## config.mk

```make
export PLATFORM = sky130hd
export DESIGN_NAME = base64_decoder
export DESIGN_NICKNAME = d
export VERILOG_FILES = /design/src/rtl/b64d_pkg.sv /design/src/rtl/b64d_front.sv /design/src/rtl/b64d_queue.sv /design/src/rtl/b64d_back.sv /design/src/rtl/base64_decoder.sv
export SDC_FILE = /design/constraint.sdc
export NUM_CORES = 1
export LEC_CHECK = 0
export BUFFER_PORTS_ARGS = -buffer_cell sky130_fd_sc_hd__buf_2
export CAP_MARGIN = 10
export CORE_ASPECT_RATIO = 1.4
export CORE_MARGIN = 5
export CORE_UTILIZATION = 65
export DETAILED_ROUTE_END_ITERATION = 8
export GPL_ROUTABILITY_DRIVEN = 0
export GPL_TIMING_DRIVEN = 0
export PLACE_DENSITY = 0.84
export SYNTH_ARGS = -nofsm -noshare
export SYNTH_HDL_FRONTEND = slang
export SYNTH_SLANG_ARGS = --single-unit
```

## constraint.sdc

```tcl
create_clock -name clk -period 7.55 [get_ports clk]
set_clock_uncertainty 0.15 [all_clocks]
set_input_delay 2.265 -clock clk [delete_from_list [all_inputs] [get_ports clk]]
set_output_delay 2.265 -clock clk [all_outputs]
set_load 0.03 [all_outputs]
```

## src/rtl/b64d_pkg.sv

```systemverilog
// Shared types, constants and the alphabet lookup for the base64 decoder.
package b64d_pkg;

	localparam logic [7:0] PAD_CHAR = 8'h3d;
	localparam int QUEUE_DEPTH = 2;

	// Position within a four-character group.
	localparam logic [1:0] POS_FIRST  = 2'd0;
	localparam logic [1:0] POS_SECOND = 2'd1;
	localparam logic [1:0] POS_THIRD  = 2'd2;
	localparam logic [1:0] POS_FOURTH = 2'd3;

	typedef struct packed {
		logic       ok;
		logic [5:0] val;
	} sext_t;

	// One decode job handed from front to back.
	typedef struct packed {
		logic        is_err;
		logic [23:0] word;
		logic [1:0]  nbytes;
	} job_t;

	typedef struct packed {
		logic full;
		logic empty;
	} qstat_t;

	function automatic sext_t sextet_of(logic [7:0] c);
		sext_t r;
		r.ok  = 1'b1;
		r.val = 6'd0;
		if (c inside {[8'h41:8'h5a]}) begin
			r.val = 6'(c - 8'h41);
		end else if (c inside {[8'h61:8'h7a]}) begin
			r.val = 6'(c - 8'h61 + 8'd26);
		end else if (c inside {[8'h30:8'h39]}) begin
			r.val = 6'(c - 8'h30 + 8'd52);
		end else if (c == 8'h2b) begin
			r.val = 6'd62;
		end else if (c == 8'h2f) begin
			r.val = 6'd63;
		end else begin
			r.ok = 1'b0;
		end
		return r;
	endfunction

endpackage

```

## src/rtl/b64d_front.sv

```systemverilog
// Front end: classifies characters, assembles groups and issues decode jobs.
module b64d_front (
	input  logic            clk,
	input  logic            arst_n,
	input  logic            accept,
	input  logic [7:0]      char_code,
	input  logic            last_char,
	output logic            push,
	output b64d_pkg::job_t  job
);

	logic [1:0]  pos_q;
	logic [17:0] bits_q;
	logic [1:0]  bcnt_q;
	logic        dropping_q;

	logic [1:0]  pos_d;
	logic [17:0] bits_d;
	logic [1:0]  bcnt_d;
	logic        dropping_d;

	b64d_pkg::sext_t sx;
	logic            is_pad;
	logic            ok;
	logic [5:0]      v;

	always_comb begin
		sx     = b64d_pkg::sextet_of(char_code);
		is_pad = (char_code == b64d_pkg::PAD_CHAR);
		// pad allowed only on the back half of a group
		ok     = sx.ok || (is_pad && pos_q[1]);
		v      = sx.ok ? sx.val : 6'd0;
	end

	always_comb begin
		pos_d       = pos_q;
		bits_d      = bits_q;
		bcnt_d      = bcnt_q;
		dropping_d  = dropping_q;
		push        = 1'b0;
		job.is_err  = 1'b0;
		job.word    = {bits_q, v};
		job.nbytes  = bcnt_q + {1'b0, sx.ok};
		if (accept) begin
			if (dropping_q) begin
				if (last_char) begin
					dropping_d = 1'b0;
					pos_d      = b64d_pkg::POS_FIRST;
					bcnt_d     = 2'd1;
				end
			end else if (!ok || (last_char && pos_q != b64d_pkg::POS_FOURTH)) begin
				push       = 1'b1;
				job.is_err = 1'b1;
				pos_d      = b64d_pkg::POS_FIRST;
				bcnt_d     = 2'd1;
				dropping_d = !last_char;
			end else if (pos_q == b64d_pkg::POS_FOURTH) begin
				push   = 1'b1;
				pos_d  = b64d_pkg::POS_FIRST;
				bcnt_d = 2'd1;
			end else begin
				bits_d = {bits_q[11:0], v};
				pos_d  = pos_q + 2'd1;
				if (pos_q == b64d_pkg::POS_THIRD && sx.ok) begin
					bcnt_d = bcnt_q + 2'd1;
				end
			end
		end
	end

	always_ff @(posedge clk or negedge arst_n) begin
		if (!arst_n) begin
			pos_q      <= b64d_pkg::POS_FIRST;
			bcnt_q     <= 2'd1;
			dropping_q <= 1'b0;
		end else begin
			pos_q      <= pos_d;
			bcnt_q     <= bcnt_d;
			dropping_q <= dropping_d;
		end
	end

	// old sextets shift out before they reach a word, so no reset needed
	always_ff @(posedge clk) begin
		bits_q <= bits_d;
	end

endmodule

```

## src/rtl/b64d_queue.sv

```systemverilog
// Two-entry job queue between the front end and the byte emitter.
module b64d_queue (
	input  logic                clk,
	input  logic                arst_n,
	input  logic                push,
	input  b64d_pkg::job_t      push_job,
	input  logic                pop,
	output b64d_pkg::job_t      head,
	output b64d_pkg::qstat_t    stat
);

	localparam int AW = $clog2(b64d_pkg::QUEUE_DEPTH);

	b64d_pkg::job_t mem [b64d_pkg::QUEUE_DEPTH];
	logic [AW-1:0]  wr_q;
	logic [AW-1:0]  rd_q;
	logic [AW:0]    cnt_q;

	always_comb begin
		stat.full  = (cnt_q == (AW+1)'(b64d_pkg::QUEUE_DEPTH));
		stat.empty = (cnt_q == '0);
		head       = mem[rd_q];
	end

	always_ff @(posedge clk) begin
		if (push) begin
			mem[wr_q] <= push_job;
		end
	end

	always_ff @(posedge clk or negedge arst_n) begin
		if (!arst_n) begin
			wr_q  <= '0;
			rd_q  <= '0;
			cnt_q <= '0;
		end else begin
			if (push) begin
				wr_q <= wr_q + 1'b1;
			end
			if (pop) begin
				rd_q <= rd_q + 1'b1;
			end
			case ({push, pop})
				2'b10:   cnt_q <= cnt_q + 1'b1;
				2'b01:   cnt_q <= cnt_q - 1'b1;
				default: cnt_q <= cnt_q;
			endcase
		end
	end

endmodule

```

## src/rtl/b64d_back.sv

```systemverilog
// Back end: walks the head job out one result word per cycle while the output is not stalled.
module b64d_back (
	input  logic                clk,
	input  logic                arst_n,
	input  b64d_pkg::job_t      head,
	input  logic                head_valid,
	output logic                pop,
	output logic                out_valid,
	input  logic                out_stall,
	output logic [7:0]          data_byte,
	output logic                is_error,
	output logic                run_last
);

	logic [1:0] k_q;
	logic       load;
	logic [7:0] sel_byte;
	logic       fin;

	always_comb begin
		case (k_q)
			2'd0:    sel_byte = head.word[23:16];
			2'd1:    sel_byte = head.word[15:8];
			2'd2:    sel_byte = head.word[7:0];
			default: sel_byte = 8'h00;
		endcase
		load = head_valid && (!out_valid || !out_stall);
		fin  = head.is_err || ((k_q + 2'd1) == head.nbytes);
		pop  = load && fin;
	end

	always_ff @(posedge clk or negedge arst_n) begin
		if (!arst_n) begin
			k_q       <= 2'd0;
			out_valid <= 1'b0;
		end else begin
			if (load) begin
				out_valid <= 1'b1;
				k_q       <= fin ? 2'd0 : k_q + 2'd1;
			end else if (!out_stall) begin
				out_valid <= 1'b0;
			end
		end
	end

	always_ff @(posedge clk) begin
		if (load) begin
			data_byte <= head.is_err ? 8'h00 : sel_byte;
			is_error  <= head.is_err;
			run_last  <= fin;
		end
	end

endmodule

```

## src/rtl/base64_decoder.sv

```systemverilog
// Top level of the base64 decoder: front end, job queue and byte emitter.
// Takes one base64 character per cycle; a finished group's bytes (one to
// three) or an error word leave one per cycle from a registered output
// while out_stall is low, after passing through the job queue and the
// output register. The input stalls only while the two-entry job queue is
// full, which happens when the output side is stalled or drains slower
// than jobs arrive. With a free-running sink a three-byte group drains one
// byte at a time, so error words that follow right behind such a group can
// fill the queue and stall the input; plain groups alone never stall it.
module base64_decoder (
	input  logic       clk,
	input  logic       arst_n,
	input  logic       in_valid,
	output logic       in_stall,
	input  logic [7:0] char_code,
	input  logic       last_char,
	output logic       out_valid,
	input  logic       out_stall,
	output logic [7:0] data_byte,
	output logic       is_error,
	output logic       run_last
);

	logic               accept;
	logic               push;
	logic               pop;
	b64d_pkg::job_t     job;
	b64d_pkg::job_t     head;
	b64d_pkg::qstat_t   qstat;

	assign in_stall = qstat.full;
	assign accept   = in_valid && !in_stall;

	b64d_front u_front (
		.clk       (clk),
		.arst_n    (arst_n),
		.accept    (accept),
		.char_code (char_code),
		.last_char (last_char),
		.push      (push),
		.job       (job)
	);

	b64d_queue u_queue (
		.clk      (clk),
		.arst_n   (arst_n),
		.push     (push),
		.push_job (job),
		.pop      (pop),
		.head     (head),
		.stat     (qstat)
	);

	b64d_back u_back (
		.clk        (clk),
		.arst_n     (arst_n),
		.head       (head),
		.head_valid (!qstat.empty),
		.pop        (pop),
		.out_valid  (out_valid),
		.out_stall  (out_stall),
		.data_byte  (data_byte),
		.is_error   (is_error),
		.run_last   (run_last)
	);

	a_err_zero: assert property (@(posedge clk) disable iff (!arst_n)
		out_valid && is_error |-> data_byte == 8'h00)
		else $error("error word carries nonzero data");

	a_err_last: assert property (@(posedge clk) disable iff (!arst_n)
		out_valid && is_error |-> run_last)
		else $error("error word not marked last");

	a_stall_cause: assert property (@(posedge clk) disable iff (!arst_n)
		$rose(in_stall) |-> $past(push))
		else $error("queue filled without a push");

	a_no_pop_empty: assert property (@(posedge clk) disable iff (!arst_n)
		pop |-> !qstat.empty)
		else $error("pop from empty queue");

endmodule

```

==> flow_summary.json, run 1 <==
{
  "status": "completed",
  "fin_area_um2": 4642,
  "power_mw": 1.503,
  "synth_nets": 317,
  "postCtsSetupRepairBufs": 0,
  "required_ns": 7.36,
  "synthCells": 287,
  "setup_tns_ns": 0,
  "clock-root-buffer": "clkbuf_8",
  "holdBufCountCts": 0,
  "syn_avg_cell_area_um2": 14.52,
  "cp_slowest_cell": "nor4_4",
  "hold_class": "flop to flop",
  "leakagePower_nw": 1.710,
  "setup_viol": 0,
  "cp_max_fo": 19,
  "worstHoldStart": "u_front.bits_q[13]$_DFFE_PP_",
  "grt_pass1_vias": 2633,
  "ant_nets": 0,
  "synth_top_area_share_pct": 59.08,
  "drtIter0Drc": 294,
  "numCtsBuffers": 9,
  "worstMarginPinSlew_ns": 1.145,
  "power_density_nw_per_um2": 323.7,
  "netlist-cell-type-count": 54,
  "track_usage_pct": 20.56,
  "fp.dieH_um": 104.7,
  "insertion_delay_ns": 0.35,
  "rows": 34,
  "arrival_ns": 4.79,
  "clk_path_buf_depth": 2,
  "fillCellCount": 369,
  "synth_top_cell_by_area": "edfxtp_1",
  "fp.dieW_um": 77.68,
  "hold_viol": 0,
  "synth_edf_count": 82,
  "cts_resized": 0,
  "grt_pass1_wl_um": 13070,
  "drtPass1Iterations": 5,
  "yosys-mux-area-fraction_pct": 1.291,
  "setup_ws_ns": 2.573,
  "hpwlAfterDp_um": 5493,
  "cts.sinks": 94,
  "start_util_pct": 67.10,
  "num-nets-final": 355,
  "synthFlopType": "edfxtp_1",
  "r2r_slack_ns": 5.10,
  "fin_crit_sh_pct": 65.92,
  "synthAdderAreaFrac_pct": 5.104,
  "synthXorXnorAreaFrac_pct": 2.312,
  "post-route-util_pct": 74.74,
  "hold_slack_ns": 0.2953,
  "synthTopCellsByCount": "82 x edfxtp_1, 17 x ha_1, 17 x nand2_1",
  "vias_per_cell": 6.313,
  "ir_drop_uv": 138.6,
  "yosysMostFrequentCell": "edfxtp_1",
  "dpl.cell_count": 385,
  "wl_per_cell_um": 19.73,
  "final_layout_size_suffix_gt1_share_pct": 17.88,
  "cts_tree": "yes",
  "cts.clk_slew.worst_paths_ns": 0.10,
  "path_cells": "buf_2 > inv_1 > ha_1 > nor2b_1 > o21ai_1 > a21boi_4 > and4_4 > nor4_4",
  "synth-simple-area-share_pct": 9.817,
  "async_flop_share_pct": 12.77,
  "num_vias": 2538,
  "relSlewSlack_pct": 23.10,
  "fin_crit_ns": 4.977,
  "yosys_warnings": 0,
  "ys_seq_area_share_pct": 66.32,
  "cp-start-kind": "input pin",
  "report.final.slew_viol_count": 0,
  "stdcell_count": 402,
  "whs_path_depth": 0,
  "critPathCaptureType": "flop",
  "cp_top_family": "simple AND/OR/NAND/NOR gates",
  "syn_to_final_growth_pct": 11.38,
  "worstReg2RegEnd": "u_queue.cnt_q[1]$_DFFE_PN0P_",
  "placed_cell_area_um2": 4438,
  "crit_buf_inv": 2,
  "synth_area_um2": 4168,
  "synth_area_leaders": "edfxtp_1 59%, dfrtp_1 6.6%, ha_1 5.1%",
  "synth_compound_area_share_pct": 12.94,
  "rr_startpoint": "u_queue.rd_q$_DFFE_PN0P_",
  "dieArea_um2": 8136,
  "antenna_found_initial": 0,
  "coreArea_um2": 6211,
  "design.portCount": 25,
  "max_cap_viol_count": 0,
  "dp_slack_ns": 2.201,
  "grt-ovfl-total": 0,
  "ys_ff_latch": 94,
  "antennaDiodeCount": 0,
  "route.detailed.drc": 0,
  "grt_max_degree": 20,
  "portBuffers": 24,
  "holdPathEnd": "u_queue.mem[1][21]$_DFFE_PP_",
  "rsz0062_at_grt": "no",
  "worst_r2r_path_depth": 8,
  "synth_top_family_by_area": "compound AO/OA/AOI/OAI gates",
  "h-tree-depth": 3,
  "critPathMaxStageDelay_ns": 0.86,
  "wirelength_um": 7931,
  "fmax_ghz": 0.2009,
  "crit_type": "input pin to flop"
}
layout make-up:
type                            count  area [um2]  area share [%]
Clock buffer                        9       123.9           2.668
Multi-Input combinational cell    171        1316           28.36
Timing Repair Buffer               27       182.7           3.935
Tap cell                           72       90.09           1.941
Inverter                           12       45.04          0.9704
Sequential cell                    94        2764           59.54
Buffer                             10       47.55           1.024
Clock inverter                      7       72.57           1.563
worst max path at each step:
stage	to	cells after the start	startpoint
after floorplan	u_queue.mem[1][0]$_DFFE_PP_	8	char_code[2]
after global placement	u_queue.mem[1][22]$_DFFE_PP_	8	char_code[2]
after detailed placement	u_front.bits_q[14]$_DFFE_PP_	8	char_code[0]
after CTS	u_front.bits_q[2]$_DFFE_PP_	8	char_code[0]
after global routing	u_front.pos_q[0]$_DFFE_PN0P_	9	char_code[1]
final	u_front.bits_q[15]$_DFFE_PP_	8	char_code[2]
where the power goes:
group | switching (mW) | internal (mW) | leakage, nW
logic | 0.295 | 0.160 | 0.711
registers | 0.0423 | 0.682 | 0.902
clock network | 0.169 | 0.154 | 0.0976
routing by layer:
layer  part of all wire [%]  global-route usage [%]  vias up  wire, um
met1                     40                   25.39     1222      3162
li1                       -                       -     1205         -
met4                    1.9                   7.985        0       147
met2                     53                   35.60       98      4197
met3                    5.3                   3.528       13       424
met5                      0                       0        -         0
placed cells by master (no fill, tap or decap), types with 2 or more instances in the layout:
cell type,netlist,routed
nor2_1,9,7
a311oi_1,2,2
a41oi_1,2,2
nand4_1,3,3
inv_1,12,12
a21o_1,4,4
nand3_1,9,9
nor4_1,2,2
a22oi_1,2,2
o21ai_0,8,8
clkbuf_8,0,9
a222oi_1,14,14
a211oi_1,7,7
nor2_2,0,2
and3_1,2,2
buf_16,0,2
nand2b_1,3,3
ha_1,17,17
a21oi_1,11,11
nor2b_1,12,12
mux2i_1,2,2
dfrtp_1,11,11
inv_6,0,2
nand2_1,17,17
xnor2_1,7,7
nor3_1,3,3
edfxtp_1,82,82
buf_2,2,26
clkbuf_1,6,6
mux2_2,3,3
a221oi_1,2,2
and2_1,3,3
o211ai_1,2,2
xor2_1,4,4
sequential cells by signal, indices dropped and copies added, names as in the netlist:
signal / flops
u_front.bcnt_q: 2
u_front.bits_q: 18
u_queue.rd_q: 1
u_back.is_error: 1
u_back.out_valid: 1
u_front.pos_q: 2
u_queue.mem: 54
u_queue.cnt_q: 2
u_back.run_last: 1
u_back.data_byte: 8
u_back.k_q: 2
u_front.dropping_q: 1
u_queue.wr_q: 1
kinds of logic (layout without fill, tap and decap cells):
group,count (synthesis),count (layout)
AO/OA/AOI/OAI,67,67
adder cells (fa/ha/maj),17,17
AND/OR/NAND/NOR,71,71
flip-flops,94,94
multiplexers,5,5
buffers and inverters,22,65
XOR/XNOR,11,11
(Power assumes the default switching activity.)
==> run 2: changes to the inputs <==
Settings changed: ABC_AREA set to 1, CORE_UTILIZATION 65 to 55, PLACE_DENSITY 0.84 to 0.76.
Clock period 7.55 ns to 4.4 ns, I/O delays scaled along.
==> flow_summary.json, run 2 <==
{
  "status": "completed",
  "placed_cell_area_um2": 4708,
  "synthAdderAreaFrac_pct": 4.817,
  "final_common_cell": "edfxtp_1",
  "hold_viol": 0,
  "synthCells": 398,
  "synth_compound_area_share_pct": 9.238,
  "critPathCaptureType": "flop",
  "route.detailed.drc": 0,
  "ys_seq_area_share_pct": 62.60,
  "grt_max_degree": 19,
  "multi_input_area_um2": 1419,
  "required_ns": 4.32,
  "worstMarginPinSlew_ns": 0.8540,
  "cts_tree": "yes",
  "portBuffers": 22,
  "crit_type": "input pin to flop",
  "dieArea_um2": 9945,
  "fp.dieW_um": 85.73,
  "highest_layer": "met4",
  "arrival_ns": 3.77,
  "crit_buf_inv": 3,
  "cp_slowest_cell": "nor2_2",
  "path_cells": "buf_2 > inv_1 > ha_1 > nand2_1 > o21ai_0 > nor2_2 > nor2_4 > nand4_4 > nand3_2 > nand2_2 > nor2_2 > buf_16",
  "power_mw": 2.758,
  "start_util_pct": 56.63,
  "largest_register_ff_count": 54,
  "design.portCount": 25,
  "fp.dieH_um": 116.0,
  "hold_slack_ns": 0.3007,
  "setup_tns_ns": 0,
  "fillCellCount": 608,
  "netlist-cell-type-count": 35,
  "synth_nets": 428,
  "synthTopCellsByCount": "82 x edfxtp_1, 59 x nand2_1, 46 x nor2_1",
  "setup_ws_ns": 0.5500,
  "synthFlopType": "edfxtp_1",
  "top_register": "u_queue.mem",
  "cp_top_family": "simple AND/OR/NAND/NOR gates",
  "yosysMostFrequentCell": "edfxtp_1",
  "stdcell_count": 538,
  "synth_area_um2": 4415,
  "cp-start-kind": "input pin",
  "post-route-util_pct": 63.13,
  "cts_resized": 0,
  "h-tree-depth": 3,
  "async_flop_share_pct": 12.77,
  "top_regs": "u_queue.mem (54), u_front.bits_q (18), u_back.data_byte (8)",
  "cts.sinks": 94,
  "coreArea_um2": 7797,
  "holdBufCountCts": 0,
  "clk_path_buf_depth": 2,
  "p_sw_share_pct": 35.19,
  "postCtsSetupRepairBufs": 0,
  "fin_area_um2": 4922,
  "leakagePower_nw": 2.017,
  "num_vias": 2915,
  "yosys_warnings": 0,
  "fin_crit_ns": 3.850,
  "fmax_ghz": 0.2597,
  "num-nets-final": 463,
  "syn_to_final_growth_pct": 11.48,
  "synth_edf_count": 82,
  "grt_pass1_vias": 2956,
  "drtIter0Drc": 158,
  "synthXorXnorAreaFrac_pct": 2.579,
  "clock-root-buffer": "clkbuf_8",
  "ant_nets": 0,
  "grt_pass1_wl_um": 14190,
  "critPathMaxStageDelay_ns": 0.66,
  "ys_ff_latch": 94,
  "synth-simple-area-share_pct": 15.44,
  "dr_wl_met3_um": 300,
  "grt-ovfl-total": 0,
  "insertion_delay_ns": 0.35,
  "cp_max_fo": 15,
  "p_int_mw": 1.787,
  "p_switching_mw": 0.9703,
  "track_usage_pct": 18.59,
  "report.final.slew_viol_count": 0,
  "clockPowerShare_pct": 21.9,
  "setup_viol": 0,
  "synth_top_family_by_area": "simple AND/OR/NAND/NOR gates",
  "yosys-mux-area-fraction_pct": 0,
  "layout_common_cells": "82 x edfxtp_1, 59 x nand2_1, 45 x nor2_1",
  "ir_drop_uv": 292.3,
  "synth_top_cell_by_area": "edfxtp_1",
  "drtPass1Iterations": 5,
  "relSlewSlack_pct": 43.01,
  "synth_top_area_share_pct": 55.77,
  "max_cap_viol_count": 0,
  "wl_per_cell_um": 15.57,
  "final_layout_size_suffix_gt1_share_pct": 16.89,
  "hpwlAfterDp_um": 6127,
  "power_density_nw_per_um2": 560.2,
  "power_frac_seq_pct": 46.0,
  "fin_crit_sh_pct": 87.50,
  "wl_met1_um": 3265,
  "antenna_found_initial": 0,
  "wirelength_um": 8375,
  "rsz0062_at_grt": "no",
  "register_area_um2": 2764,
  "hold_class": "flop to flop",
  "dpl.cell_count": 522,
  "dp_slack_ns": 0.1680,
  "met2_length_um": 4582,
  "rows": 38,
  "cts.clk_slew.worst_paths_ns": 0.09,
  "vias_per_cell": 5.418,
  "antennaDiodeCount": 0,
  "synth_area_leaders": "edfxtp_1 56%, dfrtp_1 6.2%, nand2_1 5.0%",
  "path_common_cell": "nor2_2",
  "syn_avg_cell_area_um2": 11.09,
  "numCtsBuffers": 9,
  "power_frac_comb_pct": 32.1
}
==> run 2: worst paths after layout <==
kind	from	end	slack, ns	cells past startpoint
min	u_front.bits_q[13]$_DFFE_PP_	u_queue.mem[0][21]$_DFFE_PP_	0.30	0
max in group asynchronous	arst_n	u_front.bcnt_q[0]$_DFFE_PN1P_	3.12	1
min reg2reg	u_front.bits_q[13]$_DFFE_PP_	u_queue.mem[0][21]$_DFFE_PP_	0.30	0
max reg2reg	u_queue.cnt_q[1]$_DFFE_PN0P_	u_queue.mem[1][11]$_DFFE_PP_	1.95	6
min in group asynchronous	arst_n	u_queue.cnt_q[1]$_DFFE_PN0P_	0.70	1
max	char_code[2]	u_queue.mem[1][11]$_DFFE_PP_	0.55	12
==> run 2: worst register-to-register path, stage by stage (launching register included) <==
cell     delay (ns)
dfrtp_1        0.39
inv_1          0.11
o21ai_0        0.20
nor2_1         0.28
nand2_2        0.13
nor2_2         0.66
buf_16         0.24
==> run 2: final cells by class <==
type,count,area share (%)
Inverter,50,3.813
Sequential cell,94,56.15
Multi-Input combinational cell,246,28.83
Timing Repair Buffer,24,3.355
Clock inverter,6,1.754
Tap cell,100,2.542
Buffer,8,0.9659
Clock buffer,10,2.593
==> run 2: power groups by stage <==
stage	sequential, mW	clock, mW	combinational, mW
after floorplan	1.38	0	0.520
after global placement	1.28	0	0.823
after detailed placement	1.29	0	0.884
after CTS	1.27	0.615	0.895
after global routing	1.29	0.657	0.994
final	1.27	0.603	0.886
==> run 2: cells by family after synthesis <==
family / after synthesis
simple gates: 146
flops: 94
compound gates: 70
buf+inv: 58
fa+ha+maj: 17
xor+xnor: 13
==> run 2: routing by layer <==
metal	global-route usage, %	vias up
met5	0	-
met4	9.187	0
li1	-	1426
met2	34.13	69
met1	20.95	1402
met3	2.703	18
